[config.mk]
export PLATFORM = sky130hd
export DESIGN_NAME = msq_top2_merge
export DESIGN_NICKNAME = d
export VERILOG_FILES = /design/src/hw/rtl/msq_pkg.sv /design/src/hw/rtl/msq_top2_merge.sv
export SDC_FILE = /design/constraint.sdc
export NUM_CORES = 1
export LEC_CHECK = 0
export ABC_AREA = 1
export ABC_CLOCK_PERIOD_IN_PS = 7000
export BUFFER_PORTS_ARGS = -buffer_cell sky130_fd_sc_hd__clkbuf_2
export CAP_MARGIN = 20
export CORE_MARGIN = 2
export CORE_UTILIZATION = 58
export DETAILED_ROUTE_END_ITERATION = 8
export PLACE_DENSITY = 0.83
export SYNTH_ARGS = -nofsm -noshare
export SYNTH_HDL_FRONTEND = slang
export SYNTH_SLANG_ARGS = --single-unit
[constraint.sdc]
create_clock -name i_clk -period 7 [get_ports i_clk]
set_clock_uncertainty 0.05 [all_clocks]
set_input_delay 0.35 -clock i_clk [delete_from_list [all_inputs] [get_ports i_clk]]
set_output_delay 0.35 -clock i_clk [all_outputs]
set_load 0.02 [all_outputs]
[src/hw/rtl/msq_pkg.sv]
// shared types and constants for the multi-stack top-two range query unit
package msq_pkg;

    localparam int CMD_W    = 2;
    localparam int IDX_W    = 4;
    localparam int PUSH_W   = 16;
    localparam int STATUS_W = 2;
    localparam int ANS_W    = 16;
    localparam int IDX_SPAN = 16;

    typedef logic [CMD_W-1:0]    t_cmd;
    typedef logic [STATUS_W-1:0] t_status;

    localparam t_cmd CMD_PUSH  = 2'd0;
    localparam t_cmd CMD_POP   = 2'd1;
    localparam t_cmd CMD_QUERY = 2'd2;

    localparam t_status ST_OK    = 2'd0;
    localparam t_status ST_FULL  = 2'd1;
    localparam t_status ST_EMPTY = 2'd2;
    localparam t_status ST_NONE  = 2'd3;

    typedef struct packed {
        logic clear;
        logic en;
    } t_merge_ctl;

endpackage

[src/hw/rtl/msq_top2_merge.sv]
// running largest / second-largest merge over the top summaries of a query range
module msq_top2_merge #(
    parameter int VW = 16
) (
    input  logic                i_clk,
    input  logic                i_rst_n,
    input  msq_pkg::t_merge_ctl i_ctl,
    input  logic [VW-1:0]       i_max,
    input  logic [VW-1:0]       i_sec,
    input  logic                i_sec_ok,
    output logic                o_have1,
    output logic                o_have2,
    output logic [VW-1:0]       o_best1,
    output logic [VW-1:0]       o_best2
);

    logic          r_have1, r_have2;
    logic [VW-1:0] r_best1, r_best2;
    logic          n_have1, n_have2;
    logic [VW-1:0] n_best1, n_best2;

    always_comb begin
        n_have1 = r_have1;
        n_have2 = r_have2;
        n_best1 = r_best1;
        n_best2 = r_best2;
        // stack max first, then its own second against the updated runner-up
        if (!r_have1 || (r_best1 < i_max)) begin
            n_best2 = r_best1;
            n_have2 = r_have1;
            n_best1 = i_max;
            n_have1 = 1'b1;
        end else if (!r_have2 || (r_best2 < i_max)) begin
            n_best2 = i_max;
            n_have2 = 1'b1;
        end
        if (i_sec_ok && (!n_have2 || (n_best2 < i_sec))) begin
            n_best2 = i_sec;
            n_have2 = 1'b1;
        end
    end

    always_ff @(posedge i_clk) begin
        if (!i_rst_n || i_ctl.clear) begin
            r_have1 <= 1'b0;
            r_have2 <= 1'b0;
            r_best1 <= '0;
            r_best2 <= '0;
        end else if (i_ctl.en) begin
            r_have1 <= n_have1;
            r_have2 <= n_have2;
            r_best1 <= n_best1;
            r_best2 <= n_best2;
        end
    end

    assign o_have1 = r_have1;
    assign o_have2 = r_have2;
    assign o_best1 = r_best1;
    assign o_best2 = r_best2;

endmodule

Yosys cells after proc, flatten, opt, wreduce, memory -nomap -nowiden
Index checks and enable logic that the tools add are counted.
{"block": "classes", "magnitude_cmp": 3, "n_mux": 6, "reduce_logical": 10}
{"cell": "16-bit less-than comparator", "count": 3}
{"cell": "16-bit 2-to-1 mux", "count": 3}
{"cell": "1-bit zero test", "count": 4}
{"cell": "1-bit logical OR", "count": 4}
{"cell": "1-bit 2-to-1 mux", "count": 3}
{"cell": "2-bit AND reduction", "count": 1}
{"cell": "1-bit logical AND", "count": 1}
{"block": "word_totals", "elab_cells": 23, "register_bits": 34, "output_inout_bits": 34, "in_bits": 37}

Logic depth before layout (Yosys ltp)
Gate-level depths: netlist of the first run.
{"block": "depth", "word_depth": 8, "depth_mapped": 30, "depth_no_buf": 28}

Worst setup path before layout of the first run
No wires, ideal clock.
{"block": "synth_timing", "path_type": "flip-flop to flip-flop", "start": "register r_best2[5], in the netlist o_best2[5]", "end": "register r_best2[10], in the netlist o_best2[10]", "path_slack_ns": 3.530, "path_buffers": 2, "t_required_ns": 6.818, "t_arrival_ns": 3.287, "setup_ns": 0.132, "period_less_slack_ns": 3.470, "path_stages_with_launch": 23, "cell_sequence": "dfxtp_1 -> ha_1 -> a21oi_1 -> nor2_1 -> nor3_1 -> nand2_1 -> nand2_1 -> nand2_1 -> nand2_1 -> clkbuf_1 -> o21ai_0 -> o21ai_0 -> ha_1 -> a21oi_1 -> nand3b_1 -> a21oi_1 -> a2111oi_0 -> nand2_1 -> nand2_4 -> buf_2 -> nand3_1 -> nand3_1 -> a21oi_1"}
{"block": "synth_between", "elab_chain_len": 8, "word_cells_on_any_way": 11, "cone_classes": "order compare: 2; mux: 5; reduce/logical: 4"}
{"element": "start: declaration", "line_no": "msq_top2_merge.sv:18", "source": "logic [VW-1:0] r_best1, r_best2;"}
{"element": "start signal: assignment", "line_no": "msq_top2_merge.sv:53", "source": "r_best2 <= n_best2;"}
{"element": "16-bit less-than comparator", "line_no": "msq_top2_merge.sv:33", "source": "end else if (!r_have2 || (r_best2 < i_max)) begin"}
{"element": "1-bit logical OR", "line_no": "msq_top2_merge.sv:33"}
{"element": "16-bit 2-to-1 mux or 1-bit 2-to-1 mux (tied branches)", "line_no": "msq_top2_merge.sv:33"}
{"element": "16-bit 2-to-1 mux or 1-bit 2-to-1 mux (tied branches)", "line_no": "msq_top2_merge.sv:28", "source": "if (!r_have1 || (r_best1 < i_max)) begin"}
{"element": "16-bit less-than comparator or 1-bit zero test (tied branches)", "line_no": "msq_top2_merge.sv:37", "source": "if (i_sec_ok && (!n_have2 || (n_best2 < i_sec))) begin"}
{"element": "1-bit logical OR", "line_no": "msq_top2_merge.sv:37"}
{"element": "1-bit logical AND", "line_no": "msq_top2_merge.sv:37"}
{"element": "16-bit 2-to-1 mux (*)", "line_no": "msq_top2_merge.sv:37"}
Mark *: on every way between the ends. The rest lies on a longest branch, timed or not.
A chain may end at the register's enable or synchronous reset.

Worst setup path after layout of the first run
{"block": "layout_timing", "start": "register r_best2[5], in the netlist o_best2[5]", "end": "register r_best2[5], in the netlist o_best2[5]"}
Same word-level chain as after synthesis.

==> results of run 1 <==
[cells by family after synthesis]
logic type                 count (synthesis)  share of synthesized area (%)
adders and majority gates                 45                           19.9
DFF                                       34                           24.1
and+or+nand+nor                          167                           24.9
AOI/OAI and AO/OA                        107                           19.5
buffers and inverters                     84                           11.5
[synthesized netlist by cell type]
cell type | count | area, µm²
a2111oi_0 | 1 | 8.76
a211oi_1 | 1 | 7.51
a21oi_1 | 53 | 265
a21oi_4 | 1 | 16.3
and2_1 | 1 | 6.26
buf_2 | 3 | 15.0
buf_6 | 1 | 11.3
clkbuf_1 | 14 | 52.6
clkinv_1 | 2 | 7.51
dfxtp_1 | 34 | 681
ha_1 | 45 | 563
inv_1 | 62 | 233
inv_2 | 2 | 7.51
nand2_1 | 108 | 405
nand2_4 | 2 | 22.5
nand3_1 | 37 | 185
nand3b_1 | 1 | 7.51
nand4_1 | 2 | 12.5
nor2_1 | 11 | 41.3
nor3_1 | 5 | 25.0
o21ai_0 | 51 | 255
[critical path, stage by stage, from the launching register on]
cell	delay [ns]
dfxtp_1	0.39
ha_1	0.26
a21oi_1	0.16
nor2_1	0.05
nor3_1	0.12
nand2_1	0.08
nand2_1	0.05
nand2_1	0.06
nand2_1	0.59
o21ai_0	0.15
o21ai_0	0.29
ha_1	0.31
a21oi_1	0.14
nand3b_1	0.11
a21oi_1	0.05
a2111oi_0	0.30
nand2_1	0.16
nand2_4	0.19
nand2_4	0.15
nand2_1	0.09
nand3_1	0.07
a21oi_1	0.16
[worst min path at each step]
stage,start,to,cells past startpoint,slack [ns]
floorplan,i_max[0],o_best1[0],2,0.45
global placement,o_best2[0],o_best2[0],2,0.43
detailed placement,o_best2[0],o_best2[0],2,0.44
CTS,i_max[0],o_best1[0],3,0.28
global route,i_max[0],o_best1[0],3,0.32
finish,i_max[0],o_best1[0],3,0.29
[per-stage QoR]
| stage | cell area [µm²] | worst slack [ns] | std cells | util, % |
|---|---|---|---|---|
| after floorplan | 2830 | 3.53 | 437 | - |
| after global placement | 3200 | 2.93 | 558 | 67.7 |
| after detailed placement | 3200 | 2.77 | 558 | 67.7 |
| after CTS | 3290 | 2.94 | 566 | 69.7 |
| after global routing | 3290 | 2.42 | 566 | 69.7 |
| final | 3290 | 2.93 | 566 | 69.7 |
[cell type report]
cell class / instances / area (µm²)
multi-input combinational: 319 / 1820
inverter: 66 / 248
clock buffer: 6 / 82.6
fill: 423 / 1430
timing repair buffer: 72 / 365
clock inverter: 2 / 12.5
tap: 67 / 83.8
sequential: 34 / 681
[per-layer routing]
metal / GRT usage [%] / vias to the layer above / wire (µm)
met4: 9.90 / 0 / 115
met2: 42.0 / 102 / 3040
li1: - / 1560 / -
met1: 38.3 / 1357 / 3410
met5: 0 / - / 0
met3: 3.98 / 11 / 409
[registers in the layout, indices dropped and copies added, names as in the netlist]
signal   cells
o_have1      1
o_have2      1
o_best2     16
o_best1     16
[where the power goes]
group / internal (mW) / leakage, nW / switching [mW]
Clock: 0.0790 / 0.0472 / 0.0756
Sequential: 0.201 / 0.278 / 0.00902
Combinational: 0.0439 / 1.51 / 0.0731
Total: 0.324 / 1.83 / 0.158
==> out/results.txt, run 1 <==
Reg-to-reg slack, setup: 2.93 ns
Worst Hold Class: in -> reg
CTS Buf Count: 5
# setup viols final: 0
Most frequent cells in the layout: nand2_1 (108), clkbuf_2 (70), inv_1 (62), a21oi_1 (53), o21ai_0 (51)
Commonest non-fill, non-tap cell in the layout: nand2_1
RSZ-0062 raised after global routing: no
DRT Pass-1 Iters: 6
Clock-pin slew on the worst setup and hold paths: 0.07 ns
Register bit count reported by yosys: 34
Yosys warnings: 0
Avg Synthesized Cell Area: 6.47 µm²
Post-CTS sizing: 0
WHS: 0.289 ns
R2r startpoint: o_best2[5]
Max_slew headroom: 46.8%
Seq/Total Area, Yosys: 24.1%
Crit. Startpoint: o_best2[5]
Period utilisation layout: 58.2%
Htree depth: 2
Minimum clock period: 4.07 ns
Post-DRT Antenna Nets: 0
Static leakage: 1.83 nW
Core area: 4720 µm²
Starting Density: 59.9%
CTS tree: yes
Die Width: 73.8 µm
Startpoint types: flip-flop
Final net count: 580
# Post-CTS Setup Buffers: 0
DRT iter0 DRCs: 228
Die footprint: 5450 µm²
CTS sink cnt: 34
Cell Area, Synth: 2830 µm²
Total power: 0.482 mW
Grt ovf: 0
WL/cell: 12.3 µm
R2r endpoint: o_best2[5]
Layout area overhead: 16.5%
Peak Freq: 246 MHz
Synth Net Count: 519
DR vias: 3030
PD cells: 146 nW/µm²
Crit path required time: 7.16 ns
TNS Setup: 0 ns
Max VDD drop: 0.0621 mV
Hold Vio Cnt, Final: 0
IO Port Bufs: 70
Num rows: 25
Crit Path Class: reg -> reg
Crit path capture: o_best2[5]
Clk Latency, worst-skew pair: 0.29 ns
Slew Viols, Final: 0
Vias per cell: 5.35
Max Buffers Root-to-Sink: 2
DRC errors left: 0
Status: complete, no violations
GPL Wtd Cong: 0.827
Worst setup EP type: flip-flop
Initial antenna violation count: 0
Worst endpoint data arrival time: 4.24 ns
Cts hold-fix bufs: 0
Die height: 73.8 µm
Post-Syn Instances: 437
Slew @ Worst Pin: 0.796 ns
First-pass GRT wire length: 11700 µm
Netlist cell types: 21
Vias in the first global route: 2601
Share of cells above drive strength 1: 17.0%
Largest net degree at the start of global routing: 32
IO Pins: 71
CP Max Fanout: 31
Clock root cell: clkbuf_8
WL final: 6980 µm
Hpwl dp: 5550 µm
Antenna cells: 0
Number of max-cap violations: 0
All-Layer GR Usage: 27.2%
Worst-case reg-to-reg path depth: 21
Power figures use the tool's default switching activity.
==> inputs of run 2 (changes only) <==
Settings changed: ABC_CLOCK_PERIOD_IN_PS 7000 to 3500, CORE_UTILIZATION 58 to 49, PLACE_DENSITY 0.83 to 0.74.
Clock period 7 ns to 3.5 ns, I/O delays scaled along.
==> run 2 against run 1 <==
  * Worst hold slack lost 0.15 ns
  * Count of clock-buffer cells in the layout shrank 1
  * Sequential share of layout area decreased by 4.3 points
  * Via count grew 11%
  * The run now ends with negative setup slack left
  * Non-clock buffer count up 45
  * First-iteration DRC count grew 22%
  * Critical endpoint is now o_best2[14]
  * Flip-flop and latch count unchanged
  * Routed wire length increased by 30%
==> out/results.txt, run 2 (synthesis results as in run 1) <==
GPL Wtd Cong: 0.900 (+8.8%)
Vias per cell: 5.45 (+1.8%)
Clock root cell: clkbuf_8
# setup viols final: 16 (+16)
Worst Hold Class: in -> reg
DRT iter0 DRCs: 278 (+22%)
CTS tree: yes
Clock-pin slew on the worst setup and hold paths: 0.07 ns (about the same)
Die height: 80.0 µm (+8.3%)
Crit path required time: 3.60 ns (-3.56 ns)
Share of cells above drive strength 1: 37.1% (+20 points)
Vias in the first global route: 2854 (+9.7%)
CTS sink cnt: 34 (unchanged)
Core area: 5540 µm² (+17%)
WL final: 9090 µm (+30%)
IO Port Bufs: 70 (unchanged)
Post-DRT Antenna Nets: 0 (unchanged)
Startpoint types: flip-flop
Max VDD drop: 0.200 mV (+220%)
Static leakage: 2.19 nW (+19%)
PD cells: 265 nW/µm² (+81%)
IO Pins: 71 (unchanged)
Die footprint: 6400 µm² (+17%)
First-pass GRT wire length: 13000 µm (+12%)
Total power: 1.12 mW (+130%)
Final core utilization: 76.0% (+6.2 points)
All-Layer GR Usage: 25.4% (-1.8 points)
Status: complete, but fails checks
Slew @ Worst Pin: 0.537 ns (-0.258 ns)
Worst setup EP type: flip-flop
WL/cell: 14.7 µm (+19%)
Crit Path Class: reg -> reg
Initial antenna violation count: 0 (unchanged)
Hpwl dp: 6120 µm (+10%)
Largest net degree at the start of global routing: 33 (+3.1%)
RSZ-0062 raised after global routing: yes
DR vias: 3375 (+11%)
Starting Density: 51.1% (-8.8 points)
Commonest non-fill, non-tap cell in the layout: nand2_1
DP Area: 3540 µm² (+11%)
Period utilisation layout: 104% (+46 points)
Clk Latency, worst-skew pair: 0.28 ns (about the same)
Failing checks: negative setup slack
Worst endpoint data arrival time: 3.74 ns (-0.50 ns)
Peak Freq: 274 MHz (+12%)
Minimum clock period: 3.64 ns (-0.428 ns)
Htree depth: 2 (unchanged)
Slew Viols, Final: 0 (unchanged)
Number of max-cap violations: 0 (unchanged)
Post-Layout Inst Area: 4210 µm² (+28%)
DRC errors left: 0 (unchanged)
Final net count: 628 (+8.3%)
Grt ovf: 0 (unchanged)
DRT Pass-1 Iters: 5 (-1)
CP Max Fanout: 8 (-74%)
Layout area overhead: 48.8%
Num rows: 27 (+8.0%)
Max_slew headroom: 63.9% (+17 points)
CTS Buf Count: 5 (unchanged)
Post-place setup slack: -0.175 ns (-2.95 ns)
Max Buffers Root-to-Sink: 2 (unchanged)
Antenna cells: 0 (unchanged)
Hold Vio Cnt, Final: 0 (unchanged)
Fill cells: 400 (-5.4%)
Setup ws final: -0.145 ns (-3.07 ns)
Most frequent cells in the layout: nand2_1 (95), clkbuf_2 (70), inv_1 (60), a21oi_1 (40), buf_4 (40)
Die Width: 80.0 µm (+8.3%)
-- run 2: changes by cell type in the layout (fill, tap and decap cells not counted), sizes merged --
cell,delta
buf,+43
inv,+1
bufinv,+1
clkinvlp,-1
clkinv,+2
nand2,+1
clkbuf,+1
-- run 2: worst max-delay path, cell delays in order (launching register included) --
cell and delay [ns]:
dfxtp_1 0.34, ha_1 0.32, a21oi_1 0.18, o21ai_0 0.14
a21oi_1 0.25, nand2_2 0.12, nand2_4 0.11, clkbuf_16 0.15
nand2_1 0.06, o21ai_0 0.10, o21ai_1 0.09, buf_4 0.14
ha_1 0.29, nand4_1 0.13, a21oi_2 0.06, a2111oi_4 0.33
nand2_2 0.10, nand2_4 0.16, buf_12 0.14, nand3_1 0.08
nand3_1 0.10, a21oi_1 0.08
-- run 2: worst paths after layout --
kind	start	to	slack [ns]	cells past startpoint
worst max-delay path	o_best2[13]	o_best2[14]	-0.14	21
worst min-delay path	i_max[0]	o_best1[0]	0.13	3
worst max register to register	o_best2[13]	o_best2[14]	-0.14	21
worst min register to register	o_best2[0]	o_best2[0]	0.45	2
-- run 2: layout make-up --
| cell class | instances | area, µm² | area share, % |
|---|---|---|---|
| clock buffer | 5 | 68.8 | 1.63 |
| clock inverter | 3 | 40.0 | 0.951 |
| inverter | 66 | 255 | 6.06 |
| multi-input combinational | 320 | 2260 | 53.7 |
| sequential | 34 | 689 | 16.4 |
| tap | 72 | 90.1 | 2.14 |
| timing repair buffer | 117 | 792 | 18.8 |
| timing repair inverter | 2 | 15.0 | 0.357 |
-- run 2: power breakdown --
group,switching [mW],internal [mW]
combinational,0.200,0.142
sequential,0.0155,0.403
clock,0.148,0.210
-- run 2: through the flow --
| step | hold slack (ns) | TNS, ns | instances |
|---|---|---|---|
| after CTS | 0.117 | 0 | 609 |
| after floorplan | 0.273 | 0 | 437 |
| after global placement | 0.411 | -0.408 | 601 |
| after global routing | 0.146 | -4.97 | 619 |
| final | 0.135 | -1.81 | 619 |
| after detailed placement | 0.419 | -2.16 | 601 |
-- run 2: routing by layer --
layer  part of all wire (%)  track usage [%]  vias to the layer above
met5                      0                0                        -
met4                    1.7             4.92                        0
met3                    5.3             4.30                       20
met2                     49             42.2                      127
met1                     44             34.6                     1563
li1                       -                -                     1665
-- run 2: what timing repair did --
item | CTS | global route
setup buffers | 0 | 7
hold buffers | 0 | 0
pin swaps | 0 | 40
gates cloned | 0 | 5
gates resized for setup | 4 | 102
setup endpoints to repair | 16 | 16
